$ cat src/rtl/ddd_pkg.sv
// ----------------------------------------------------------------------------
// ddd_pkg: shared types, constants and calendar tables
// Field widths, the sequencer state encoding and month-length lookups used
// by the day-difference block.
// ----------------------------------------------------------------------------
`default_nettype none

package ddd_pkg;

  localparam int YEAR_W       = 14;
  localparam int MONTH_W      = 4;
  localparam int DAY_W        = 5;
  localparam int DIFF_W       = 23;
  localparam int DOY_W        = 9;
  localparam int IN_DATA_W    = 48;
  localparam int OUT_DATA_W   = 24;
  localparam int DEF_MAX_YEAR = 9999;
  localparam int YEAR_FIELD_MAX = (1 << YEAR_W) - 1;

  localparam logic [MONTH_W-1:0] MONTH_JAN = 4'd1;
  localparam logic [MONTH_W-1:0] MONTH_FEB = 4'd2;
  localparam logic [MONTH_W-1:0] MONTH_DEC = 4'd12;

  typedef enum logic [4:0] {
    S_IDLE = 5'b00001,
    S_WALK = 5'b00010,
    S_ADDT = 5'b00100,
    S_SUBF = 5'b01000,
    S_DONE = 5'b10000
  } state_e;

  typedef struct packed {
    logic clear;
    logic step;
  } yr_ctl_t;

  typedef struct packed {
    logic [YEAR_W-1:0] year;
    logic              leap;
  } yr_stat_t;

  // days in all months before the given one
  function automatic logic [DOY_W-1:0] days_before(input logic [MONTH_W-1:0] m);
    logic [DOY_W-1:0] r;
    case (m)
      4'd1:    r = 9'd0;
      4'd2:    r = 9'd31;
      4'd3:    r = 9'd59;
      4'd4:    r = 9'd90;
      4'd5:    r = 9'd120;
      4'd6:    r = 9'd151;
      4'd7:    r = 9'd181;
      4'd8:    r = 9'd212;
      4'd9:    r = 9'd243;
      4'd10:   r = 9'd273;
      4'd11:   r = 9'd304;
      4'd12:   r = 9'd334;
      default: r = 9'd0;
    endcase
    return r;
  endfunction

  function automatic logic [DAY_W-1:0] month_days(input logic [MONTH_W-1:0] m,
                                                  input logic leap);
    logic [DAY_W-1:0] r;
    case (m) inside
      MONTH_FEB:                  r = leap ? 5'd29 : 5'd28;
      4'd4, 4'd6, 4'd9, 4'd11:    r = 5'd30;
      default:                    r = 5'd31;
    endcase
    return r;
  endfunction

endpackage

`default_nettype wire

$ cat src/rtl/ddd_year_ctr.sv
// ----------------------------------------------------------------------------
// ddd_year_ctr: year counter with leap tracking
// Counts years up from 1 and keeps running residues modulo 4, 100 and 400 so
// the leap flag of the current year comes without any division.
// ----------------------------------------------------------------------------
`default_nettype none

module ddd_year_ctr (
  input  wire                    clk_i,
  input  wire                    rst_ni,
  input  wire ddd_pkg::yr_ctl_t  ctl_i,
  output ddd_pkg::yr_stat_t      stat_o
);

  logic [ddd_pkg::YEAR_W-1:0] year_q;
  logic [1:0]                 c4_q;
  logic [6:0]                 c100_q;
  logic [8:0]                 c400_q;

  always_ff @(posedge clk_i or negedge rst_ni) begin
    if (!rst_ni) begin
      year_q <= '0;
      c4_q   <= '0;
      c100_q <= '0;
      c400_q <= '0;
    end else if (ctl_i.clear) begin
      year_q <= ddd_pkg::YEAR_W'(1);
      c4_q   <= 2'd1;
      c100_q <= 7'd1;
      c400_q <= 9'd1;
    end else if (ctl_i.step) begin
      year_q <= year_q + ddd_pkg::YEAR_W'(1);
      c4_q   <= c4_q + 2'd1;
      c100_q <= (c100_q == 7'd99) ? 7'd0 : c100_q + 7'd1;
      c400_q <= (c400_q == 9'd399) ? 9'd0 : c400_q + 9'd1;
    end
  end

  assign stat_o.year = year_q;
  assign stat_o.leap = ((c4_q == 2'd0) && (c100_q != 7'd0)) || (c400_q == 9'd0);

endmodule

`default_nettype wire

$ cat src/rtl/date_day_difference.sv
// ----------------------------------------------------------------------------
// date_day_difference: signed day count between two Gregorian dates
// Walks the years from 1 up to the later of the two years, adding or
// subtracting the length of each year lying between the two years in one
// shared accumulator, then applies the day-of-year of both dates.
// Sequence: the year walk (S_WALK), then S_ADDT and S_SUBF, then S_DONE;
//   a year or month out of range goes from S_IDLE straight to S_DONE.
// Throughput: a new date pair is taken only in S_IDLE, once the last result
//   has left S_DONE; the year walk through the shared adder steps one year per cycle.
// Reset: rst_ni clears the sequencer and the output valid; no data is kept.
// ----------------------------------------------------------------------------
`default_nettype none

module date_day_difference #(
  parameter int MAX_YEAR = ddd_pkg::DEF_MAX_YEAR
) (
  input  wire                               clk_i,
  input  wire                               rst_ni,
  input  wire                               s_axis_tvalid,
  output logic                              s_axis_tready,
  // from_year[13:0], from_month[17:14], from_day[22:18],
  // to_year[36:23], to_month[40:37], to_day[45:41], zero fill [47:46]
  input  wire  [ddd_pkg::IN_DATA_W-1:0]     s_axis_tdata,
  output logic                              m_axis_tvalid,
  input  wire                               m_axis_tready,
  // day_difference[22:0], zero fill [23]
  output logic [ddd_pkg::OUT_DATA_W-1:0]    m_axis_tdata,
  // invalid_date[0]
  output logic                              m_axis_tuser
);

  localparam int EffMax = (MAX_YEAR < ddd_pkg::YEAR_FIELD_MAX) ?
                          MAX_YEAR : ddd_pkg::YEAR_FIELD_MAX;
  localparam int AccW   = $clog2(EffMax * 366 + 367) + 1;

  localparam int YW = ddd_pkg::YEAR_W;
  localparam int MW = ddd_pkg::MONTH_W;
  localparam int DW = ddd_pkg::DAY_W;

  ddd_pkg::state_e state_q, state_d;

  logic [YW-1:0] fy_q, ty_q, ymax_q;
  logic [MW-1:0] fm_q, tm_q;
  logic [DW-1:0] fd_q, td_q;
  logic          lf_q, lt_q, inv_q;
  logic signed [AccW-1:0] acc_q, acc_d, operand_s;

  logic [ddd_pkg::DIFF_W-1:0] out_diff_q, sat_diff;
  logic                       out_inv_q, out_valid_q;

  logic [YW-1:0] in_fy, in_ty;
  logic [MW-1:0] in_fm, in_tm;
  logic          in_accept, in_bad, out_load;

  ddd_pkg::yr_ctl_t  yr_ctl;
  ddd_pkg::yr_stat_t yr_stat;

  logic [ddd_pkg::DOY_W-1:0] year_len, doy_t, doy_f;
  logic                      day_t_ok, day_f_ok;

  assign in_fy = s_axis_tdata[13:0];
  assign in_fm = s_axis_tdata[17:14];
  assign in_ty = s_axis_tdata[36:23];
  assign in_tm = s_axis_tdata[40:37];

  assign s_axis_tready = (state_q == ddd_pkg::S_IDLE);
  assign in_accept     = s_axis_tvalid && s_axis_tready;

  // year and month range can be checked up front; day needs the leap flag
  assign in_bad = (in_fy == '0) || ({18'd0, in_fy} > 32'(MAX_YEAR)) ||
                  (in_ty == '0) || ({18'd0, in_ty} > 32'(MAX_YEAR)) ||
                  (in_fm < ddd_pkg::MONTH_JAN) || (in_fm > ddd_pkg::MONTH_DEC) ||
                  (in_tm < ddd_pkg::MONTH_JAN) || (in_tm > ddd_pkg::MONTH_DEC);

  ddd_year_ctr u_year_ctr (
    .clk_i  (clk_i),
    .rst_ni (rst_ni),
    .ctl_i  (yr_ctl),
    .stat_o (yr_stat)
  );

  assign yr_ctl.clear = in_accept;
  assign yr_ctl.step  = (state_q == ddd_pkg::S_WALK) && (yr_stat.year != ymax_q);

  assign year_len = yr_stat.leap ? 9'd366 : 9'd365;

  assign doy_t = ddd_pkg::days_before(tm_q) + ddd_pkg::DOY_W'(td_q) +
                 ddd_pkg::DOY_W'((tm_q > ddd_pkg::MONTH_FEB) && lt_q);
  assign doy_f = ddd_pkg::days_before(fm_q) + ddd_pkg::DOY_W'(fd_q) +
                 ddd_pkg::DOY_W'((fm_q > ddd_pkg::MONTH_FEB) && lf_q);

  assign day_t_ok = (td_q != '0) && (td_q <= ddd_pkg::month_days(tm_q, lt_q));
  assign day_f_ok = (fd_q != '0) && (fd_q <= ddd_pkg::month_days(fm_q, lf_q));

  // operand select for the shared accumulator adder
  always_comb begin
    operand_s = '0;
    case (state_q)
      ddd_pkg::S_WALK: begin
        if ((yr_stat.year < ty_q) && !(yr_stat.year < fy_q)) begin
          operand_s = signed'(AccW'(year_len));
        end else if ((yr_stat.year < fy_q) && !(yr_stat.year < ty_q)) begin
          operand_s = -signed'(AccW'(year_len));
        end
      end
      ddd_pkg::S_ADDT: operand_s = signed'(AccW'(doy_t));
      ddd_pkg::S_SUBF: operand_s = -signed'(AccW'(doy_f));
      default:         operand_s = '0;
    endcase
  end

  assign acc_d = acc_q + operand_s;

  assign out_load = (state_q == ddd_pkg::S_DONE) && (!out_valid_q || m_axis_tready);

  always_comb begin
    state_d = state_q;
    case (state_q)
      ddd_pkg::S_IDLE: if (in_accept) state_d = in_bad ? ddd_pkg::S_DONE : ddd_pkg::S_WALK;
      ddd_pkg::S_WALK: if (yr_stat.year == ymax_q) state_d = ddd_pkg::S_ADDT;
      ddd_pkg::S_ADDT: state_d = ddd_pkg::S_SUBF;
      ddd_pkg::S_SUBF: state_d = ddd_pkg::S_DONE;
      ddd_pkg::S_DONE: if (out_load) state_d = ddd_pkg::S_IDLE;
      default:         state_d = ddd_pkg::S_IDLE;
    endcase
  end

  always_ff @(posedge clk_i or negedge rst_ni) begin
    if (!rst_ni) begin
      state_q     <= ddd_pkg::S_IDLE;
      out_valid_q <= 1'b0;
    end else begin
      state_q <= state_d;
      if (out_load) begin
        out_valid_q <= 1'b1;
      end else if (m_axis_tready) begin
        out_valid_q <= 1'b0;
      end
    end
  end

  always_ff @(posedge clk_i) begin
    if (in_accept) begin
      fy_q   <= in_fy;
      fm_q   <= in_fm;
      fd_q   <= s_axis_tdata[22:18];
      ty_q   <= in_ty;
      tm_q   <= in_tm;
      td_q   <= s_axis_tdata[45:41];
      ymax_q <= (in_fy > in_ty) ? in_fy : in_ty;
      inv_q  <= in_bad;
      acc_q  <= '0;
      lf_q   <= 1'b0;
      lt_q   <= 1'b0;
    end else begin
      case (state_q)
        ddd_pkg::S_WALK: begin
          acc_q <= acc_d;
          // capture the leap flag as the walk passes each date's year
          if (yr_stat.year == fy_q) lf_q <= yr_stat.leap;
          if (yr_stat.year == ty_q) lt_q <= yr_stat.leap;
        end
        ddd_pkg::S_ADDT: begin
          acc_q <= acc_d;
          if (!day_t_ok) inv_q <= 1'b1;
        end
        ddd_pkg::S_SUBF: begin
          acc_q <= acc_d;
          if (!day_f_ok) inv_q <= 1'b1;
        end
        default: acc_q <= acc_q;
      endcase
    end
    if (out_load) begin
      out_diff_q <= inv_q ? '0 : sat_diff;
      out_inv_q  <= inv_q;
    end
  end

  generate
    if (AccW > ddd_pkg::DIFF_W) begin : g_sat
      logic sat_hi, sat_lo;
      assign sat_hi = !acc_q[AccW-1] && (|acc_q[AccW-2:ddd_pkg::DIFF_W-1]);
      assign sat_lo = acc_q[AccW-1] && !(&acc_q[AccW-2:ddd_pkg::DIFF_W-1]);
      assign sat_diff = sat_hi ? {1'b0, {(ddd_pkg::DIFF_W-1){1'b1}}} :
                        sat_lo ? {1'b1, {(ddd_pkg::DIFF_W-1){1'b0}}} :
                                 acc_q[ddd_pkg::DIFF_W-1:0];
    end else begin : g_ext
      assign sat_diff = ddd_pkg::DIFF_W'(acc_q);
    end
  endgenerate

  assign m_axis_tvalid = out_valid_q;
  assign m_axis_tdata  = {1'b0, out_diff_q};
  assign m_axis_tuser  = out_inv_q;

  // the walk never passes the later year
  a_walk_bound : assert property (@(posedge clk_i) disable iff (!rst_ni)
    (state_q == ddd_pkg::S_WALK) |-> (yr_stat.year <= ymax_q))
    else $error("year walk ran past the later year");

  // residue counters stay aligned with the year count
  a_leap_align : assert property (@(posedge clk_i) disable iff (!rst_ni)
    ((state_q == ddd_pkg::S_WALK) && (yr_stat.year[1:0] != 2'b00)) |-> !yr_stat.leap)
    else $error("leap flag set on a year not divisible by four");

  // an invalid date always reports a zero difference
  a_inv_zero : assert property (@(posedge clk_i) disable iff (!rst_ni)
    (m_axis_tvalid && m_axis_tuser) |-> (m_axis_tdata == '0))
    else $error("invalid date with nonzero difference");

endmodule

`default_nettype wire

$ cat config.mk
export PLATFORM = sky130hd
export DESIGN_NAME = date_day_difference
export DESIGN_NICKNAME = d
export VERILOG_FILES = /design/src/rtl/ddd_pkg.sv /design/src/rtl/ddd_year_ctr.sv /design/src/rtl/date_day_difference.sv
export SDC_FILE = /design/constraint.sdc
export NUM_CORES = 1
export LEC_CHECK = 0
export BUFFER_PORTS_ARGS = -buffer_cell sky130_fd_sc_hd__buf_2
export CORE_MARGIN = 1
export CORE_UTILIZATION = 60
export CTS_BUF_LIST = sky130_fd_sc_hd__clkbuf_16
export DETAILED_ROUTE_END_ITERATION = 6
export GPL_TIMING_DRIVEN = 0
export HOLD_SLACK_MARGIN = 0.15
export PLACE_DENSITY = 0.8
export REMOVE_ABC_BUFFERS = 1
export SYNTH_ARGS = -nofsm -noshare
export SYNTH_HDL_FRONTEND = slang
export SYNTH_SLANG_ARGS = --single-unit
$ cat constraint.sdc
create_clock -name clk_i -period 6 [get_ports clk_i]
set_input_delay 0.6 -clock clk_i [delete_from_list [all_inputs] [get_ports clk_i]]
set_output_delay 0.6 -clock clk_i [all_outputs]
set_load 0.1 [all_outputs]
==> results.toml, run 1 <==
[sta]
min_period_over_period_pct = 94.9
setup_violations = 0
worst_hold_slack_ps = 270
hold_viol = 0
tightest_slew_ps = 1160
fmax_mhz = 176
max-slew-margin-rel_pct = 20.7
clock_skew_ps = 9.93
drv_slew = 0
fin_crit_ps = 5690

[setup_path]
critical_path_class = "flip-flop to flip-flop"
r2r_slack_ps = 310
worstReg2RegStart = "fm_q[2]$_DFFE_PP_"
worstPathArrival_ps = 6060
startpoint_type = "flip-flop"
r2r_cells = 22
reg2reg_to = "acc_q[22]$_SDFFE_PP0P_"
end_kind = "flip-flop"
critPathRequiredTime_ps = 6360
path_max_fanout = 5

[floorplanning]
core-area_sq_um = 16500
die_x_microns = 132
row_count = 47
start_util_pct = 61.3
dieArea_sq_um = 17400
die_h_microns = 132
ios = 79

[grt]
overflow = 0
grt_pass1_vias = 7392
grt_first_pass_wirelength_microns = 35500
antenna_found_initial = 0
grt.total_usage_pct = 25.6
grt_max_degree = 75

[layout]
n_antenna_cell = 0
area_growth_pct = 12.0
final_layout_size_suffix_gt1_share_pct = 13.3
multi_input_area_sq_um = 5360
final_util_pct = 68.6
final_nets = 1253
ff_latch_area_sq_um = 4370
fillers = 1231

[clocking]
cts_buffers = 17
cts_tree = "built"
insertion_delay_ps = 430
root_buffer = "clkbuf_16"
clkSinkCount = 166
htreeDepth = 4
cts_buffer_depth = 2
path_clk_slew_ps = 60
ctsHoldBuffers = 0

[detailed_routing]
dr.pass1.iters = 5
vias_per_cell = 5.93
drt_iter0_drc = 530
wire_per_inst_microns = 16.1
route.detailed.drc = 0
antenna_left = 0
routed_wl_microns = 21300
vias = 7881

[status]
status = "complete, no violations"

[synthesis]
yosys_register_bits = 166
synth-edff-count = 85
yosysSeqAreaShare_pct = 43.1
netlist_area_sq_um = 10100
yosys_warnings = 0
netlist_instances = 1016
yosysUniqueCellTypes = 68
synth_flop_cell = "edfxtp_1"
async_flop_share_pct = 22.9
synth_area_per_cell_sq_um = 9.96

[power_and_ir_drop]
cellPowerDensity_nw_per_um2 = 366
ir_drop_mv = 0.247
p_leak_nw = 5.11
power.total_mw = 4.15

[place]
detailed_place_hpwl_microns = 15500
gp_congestion = 0.866
io_buffers = 75

[run]
cap_violations = 0

[hold_path]
hold_path_class = "input pin to async pin"
==> cell usage in the layout, fill, tap and decap left out, types with 9 or more instances in the layout <==
cell type	instances
clkbuf_16	18
dfrtp_1	37
ha_1	100
xor2_1	39
nand2_1	81
xnor2_1	27
o21ai_0	43
nor2_1	74
edfxtp_1	85
a211oi_1	12
a21o_1	29
mux2i_1	12
mux2_4	10
nand3_1	45
nand2b_1	10
nor4_1	9
nand4_1	19
a21oi_1	59
nor3_1	18
inv_1	86
dfxtp_1	43
nor2b_1	36
buf_2	75
o211ai_1	13
==> metrics by stage <==
stage               setup TNS (ps)  instance area [sq um]  std cells  setup WS (ps)
detailed placement               0                  10800       1290            405
floorplan                        0                  10000        990            915
global route                 -7.95                  11300       1329          -7.95
global placement                 0                  10700       1285            429
CTS                              0                  11300       1322            315
finish                           0                  11300       1329            306
==> worst max-delay path by stage <==
stage,depth (start not counted),slack (ps),start,end
after detailed placement,22,400,fm_q[0]$_DFFE_PP_,acc_q[22]$_SDFFE_PP0P_
after CTS,22,310,fm_q[0]$_DFFE_PP_,acc_q[22]$_SDFFE_PP0P_
after global routing,22,-8,fm_q[2]$_DFFE_PP_,acc_q[22]$_SDFFE_PP0P_
after global placement,22,430,fm_q[0]$_DFFE_PP_,acc_q[20]$_SDFFE_PP0P_
final,22,310,fm_q[2]$_DFFE_PP_,acc_q[22]$_SDFFE_PP0P_
after floorplan,22,910,fm_q[0]$_DFFE_PP_,acc_q[20]$_SDFFE_PP0P_
==> cells by family (layout without fill, tap and decap cells) <==
group | after synthesis | in the layout | share of synthesized area [%]
AOI/OAI and AO/OA | 202 | 202 | 13.0
xor gates and xnor gates | 67 | 67 | 5.87
adders and majority gates | 105 | 105 | 13.3
buffers and inverters | 108 | 201 | 4.14
DFF | 166 | 166 | 43.1
muxes | 30 | 30 | 3.61
other | 1 | 1 | 0.0370
and+or+nand+nor | 337 | 337 | 16.8
==> layer usage <==
layer  up-vias  track usage (%)  wire length (microns)
met4         0             10.1                    412
li1       3813                -                      -
met3        36             3.92                   1190
met1      3731             33.3                   9500
met2       301             43.1                  10200
met5         -                0                      0
==> cell type report <==
class / count / share of cell area, %
tap: 220 / 2.43
clock buffer: 18 / 3.97
sequential: 166 / 38.5
multi-input combinational: 742 / 47.3
clock inverter: 14 / 0.640
inverter: 82 / 2.74
timing repair buffer: 87 / 4.45
==> synth_stat cells, drive strengths merged (14+ instances only) <==
library cell  number  share of area [%]
inv               82                3.0
xor2              39                3.4
nor2              74                2.7
xnor2             28                2.5
nor2b             37                2.3
o211ai            14                1.1
mux2i             14                1.5
dfrtp             37                9.1
o21ai             43                2.1
a21oi             59                2.9
nor3              20               0.99
edfxtp            85                 25
clkbuf            22               0.82
dfxtp             43                8.5
ha               100                 12
nand3             45                2.2
a21o              29                2.2
nand2             82                3.1
nand4             19                1.2
mux2              16                2.2
==> critical path: stages, from the launching register on <==
cell	delay [ps]
edfxtp_1	460
a211o_1	150
nand2_1	80
fa_1	400
inv_1	90
fa_1	420
inv_1	90
ha_1	210
nand2_1	70
or4_4	420
a21o_1	250
nor4_4	320
ha_1	290
a221o_1	360
ha_1	350
a21o_1	230
or3_1	340
o211ai_1	230
a21oi_1	130
o211ai_1	240
a21oi_1	120
mux2i_1	210
mux2i_1	190
==> power by group <==
group	switching, mW	total (mW)	internal (mW)
combinational	1.03	1.56	0.528
sequential	0.154	1.62	1.46
clock	0.437	0.977	0.541
==> what timing repair did <==
item | 4_1_cts | 5_1_grt
endpoints found under the setup margin | 0 | 2
resized for setup | 0 | 1
buffers inserted | 0 | 7
hold endpoints to repair | 0 | 0
Note: power is estimated with default switching activity, not from simulation.
==> run 2, diff against run 1 <==
CORE_UTILIZATION = 35   (was 60)
PLACE_DENSITY = not set   (was 0.8)
==> results.toml, run 2 (synthesis gave the netlist of run 1 again) <==
[clocking]
cts_tree = "built"
insertion_delay_ps = 430
cts_buffer_depth = 2
clkSinkCount = 166
cts_buffers = 17
htreeDepth = 4
path_clk_slew_ps = 70
post_cts_buffers = 0
root_buffer = "clkbuf_16"

[sta]
fin_crit_ps = 5640
rsz0062_at_grt = "no"
max-slew-margin-rel_pct = 17.0
setup_violations = 0
fmax_mhz = 177
hold_viol = 0
drv_slew = 0
fin_tns_setup_ps = 0
tightest_slew_ps = 1210
clock_skew_ps = 13.4
min_period_over_period_pct = 93.9

[setup_path]
path_cells = "a211o_1 > nand2_1 > fa_1 > inv_1 > fa_1 > inv_1 > ha_1 > nand2_1 > or4_4 > a21o_1 > nor4_4 > ha_1 > a221o_1 > ha_1 > a21o_1 > or3_1 > o211ai_1 > a21oi_1 > o211ai_1 > a21oi_1 > mux2i_1 > mux2i_1"
end_kind = "flip-flop"
worstPathArrival_ps = 6000
critical_path_class = "flip-flop to flip-flop"
critPathRequiredTime_ps = 6360
cpPeakStageDelay_ps = 440
cp_common_cell = "ha_1"
slowest_stage = "edfxtp_1"
startpoint_type = "flip-flop"
path_max_fanout = 5

[power_and_ir_drop]
p_leak_nw = 5.09
ir_drop_mv = 0.227
cellPowerDensity_nw_per_um2 = 368

[floorplanning]
die_x_microns = 172
row_count = 61
start_util_pct = 36.0
ios = 79
die_h_microns = 172
dieArea_sq_um = 29600
core-area_sq_um = 28100

[grt]
busiest_layer = "met2"
grt_util_met3_pct = 2.08
grt_first_pass_wirelength_microns = 35300
grt_pass1_vias = 6974
grt_max_degree = 71
antenna_found_initial = 0
grt.total_usage_pct = 15.3
overflow = 0
use_met1_pct = 21.8
use_met2_pct = 23.4

[status]
status = "complete, no violations"

[layout]
final_nets = 1245
final_common_cell = "ha_1"
area_growth_pct = 14.2
final_util_pct = 41.2
n_antenna_cell = 0
final_layout_size_suffix_gt1_share_pct = 13.0
final_cell_mix = "ha_1 (100), edfxtp_1 (85), inv_1 (82)"

[detailed_routing]
route.detailed.drc = 0
routed_wl_microns = 21600
drt_iter0_drc = 381
dr.pass1.iters = 4
vias = 7448
wire_per_inst_microns = 14.6
vias_per_cell = 5.04
antenna_left = 0

[place]
gp_congestion = 0.865
detailed_place_hpwl_microns = 16300
io_buffers = 75

[run]
cap_violations = 0

[hold_path]
hold_path_class = "input pin to async pin"
run 2: report_power, final:
group          switching (mW)  internal (mW)
Sequential              0.145           1.46
Clock                   0.493          0.625
Combinational            1.01          0.520
Total                    1.65           2.61
run 2: layout make-up:
class | instances | area (sq um)
clock buffer | 17 | 425
clock inverter | 15 | 166
multi-input combinational | 742 | 5360
tap | 378 | 473
fill | 2783 | 16500
inverter | 82 | 310
timing repair buffer | 79 | 460
sequential | 166 | 4370
run 2: final timing paths:
check                      slack (ps)                    from                               end  depth (start not counted)
setup / recovery                  360       fm_q[0]$_DFFE_PP_            acc_q[22]$_SDFFE_PP0P_                         22
max in group asynchronous        5190                  rst_ni            state_q[3]$_DFFE_PN0P_                          1
min in group clk_i                340        s_axis_tdata[21]                 fd_q[3]$_DFFE_PP_                          1
hold reg to reg                   460  acc_q[22]$_SDFFE_PP0P_            acc_q[22]$_SDFFE_PP0P_                          1
hold / removal                    280                  rst_ni  u_year_ctr.year_q[8]$_DFFE_PN0P_                          1
setup reg to reg                  360       fm_q[0]$_DFFE_PP_            acc_q[22]$_SDFFE_PP0P_                         22
run 2: metrics by stage:
stage | instances | power, mW | hold slack, ps | cell area (sq um) | setup slack [ps]
floorplan | 990 | 2.78 | 304 | 10000 | 915
detailed placement | 1447 | 3.16 | 455 | 11000 | 398
CTS | 1479 | 4.30 | 306 | 11600 | 355
global placement | 1443 | 3.11 | 445 | 10900 | 376
global route | 1479 | 4.52 | 317 | 11600 | 8.59
finish | 1479 | 4.26 | 277 | 11600 | 364
run 2: routing by layer:
| metal | up-vias | wire, microns |
|---|---|---|
| met5 | - | 0 |
| met4 | 0 | 412 |
| met3 | 18 | 611 |
| met2 | 147 | 9620 |
| met1 | 3491 | 10900 |
| li1 | 3792 | - |
run 2: critical path, delay by kind of cell, from the launching register on:
kind                     cells  cell delay, ps
AO/OA/AOI/OAI                8            1850
buffers and inverters        2             160
AND/OR/NAND/NOR              5            1200
adder cells (fa/ha/maj)      5            1510
multiplexers                 2             410
flip-flops                   1             440
run 2: repair_timing:
action / CTS / global route
setup endpoints to repair: 0 / 2
resized for setup: 0 / 2
hold endpoints to repair: 0 / 0
hold buffers: 0 / 0
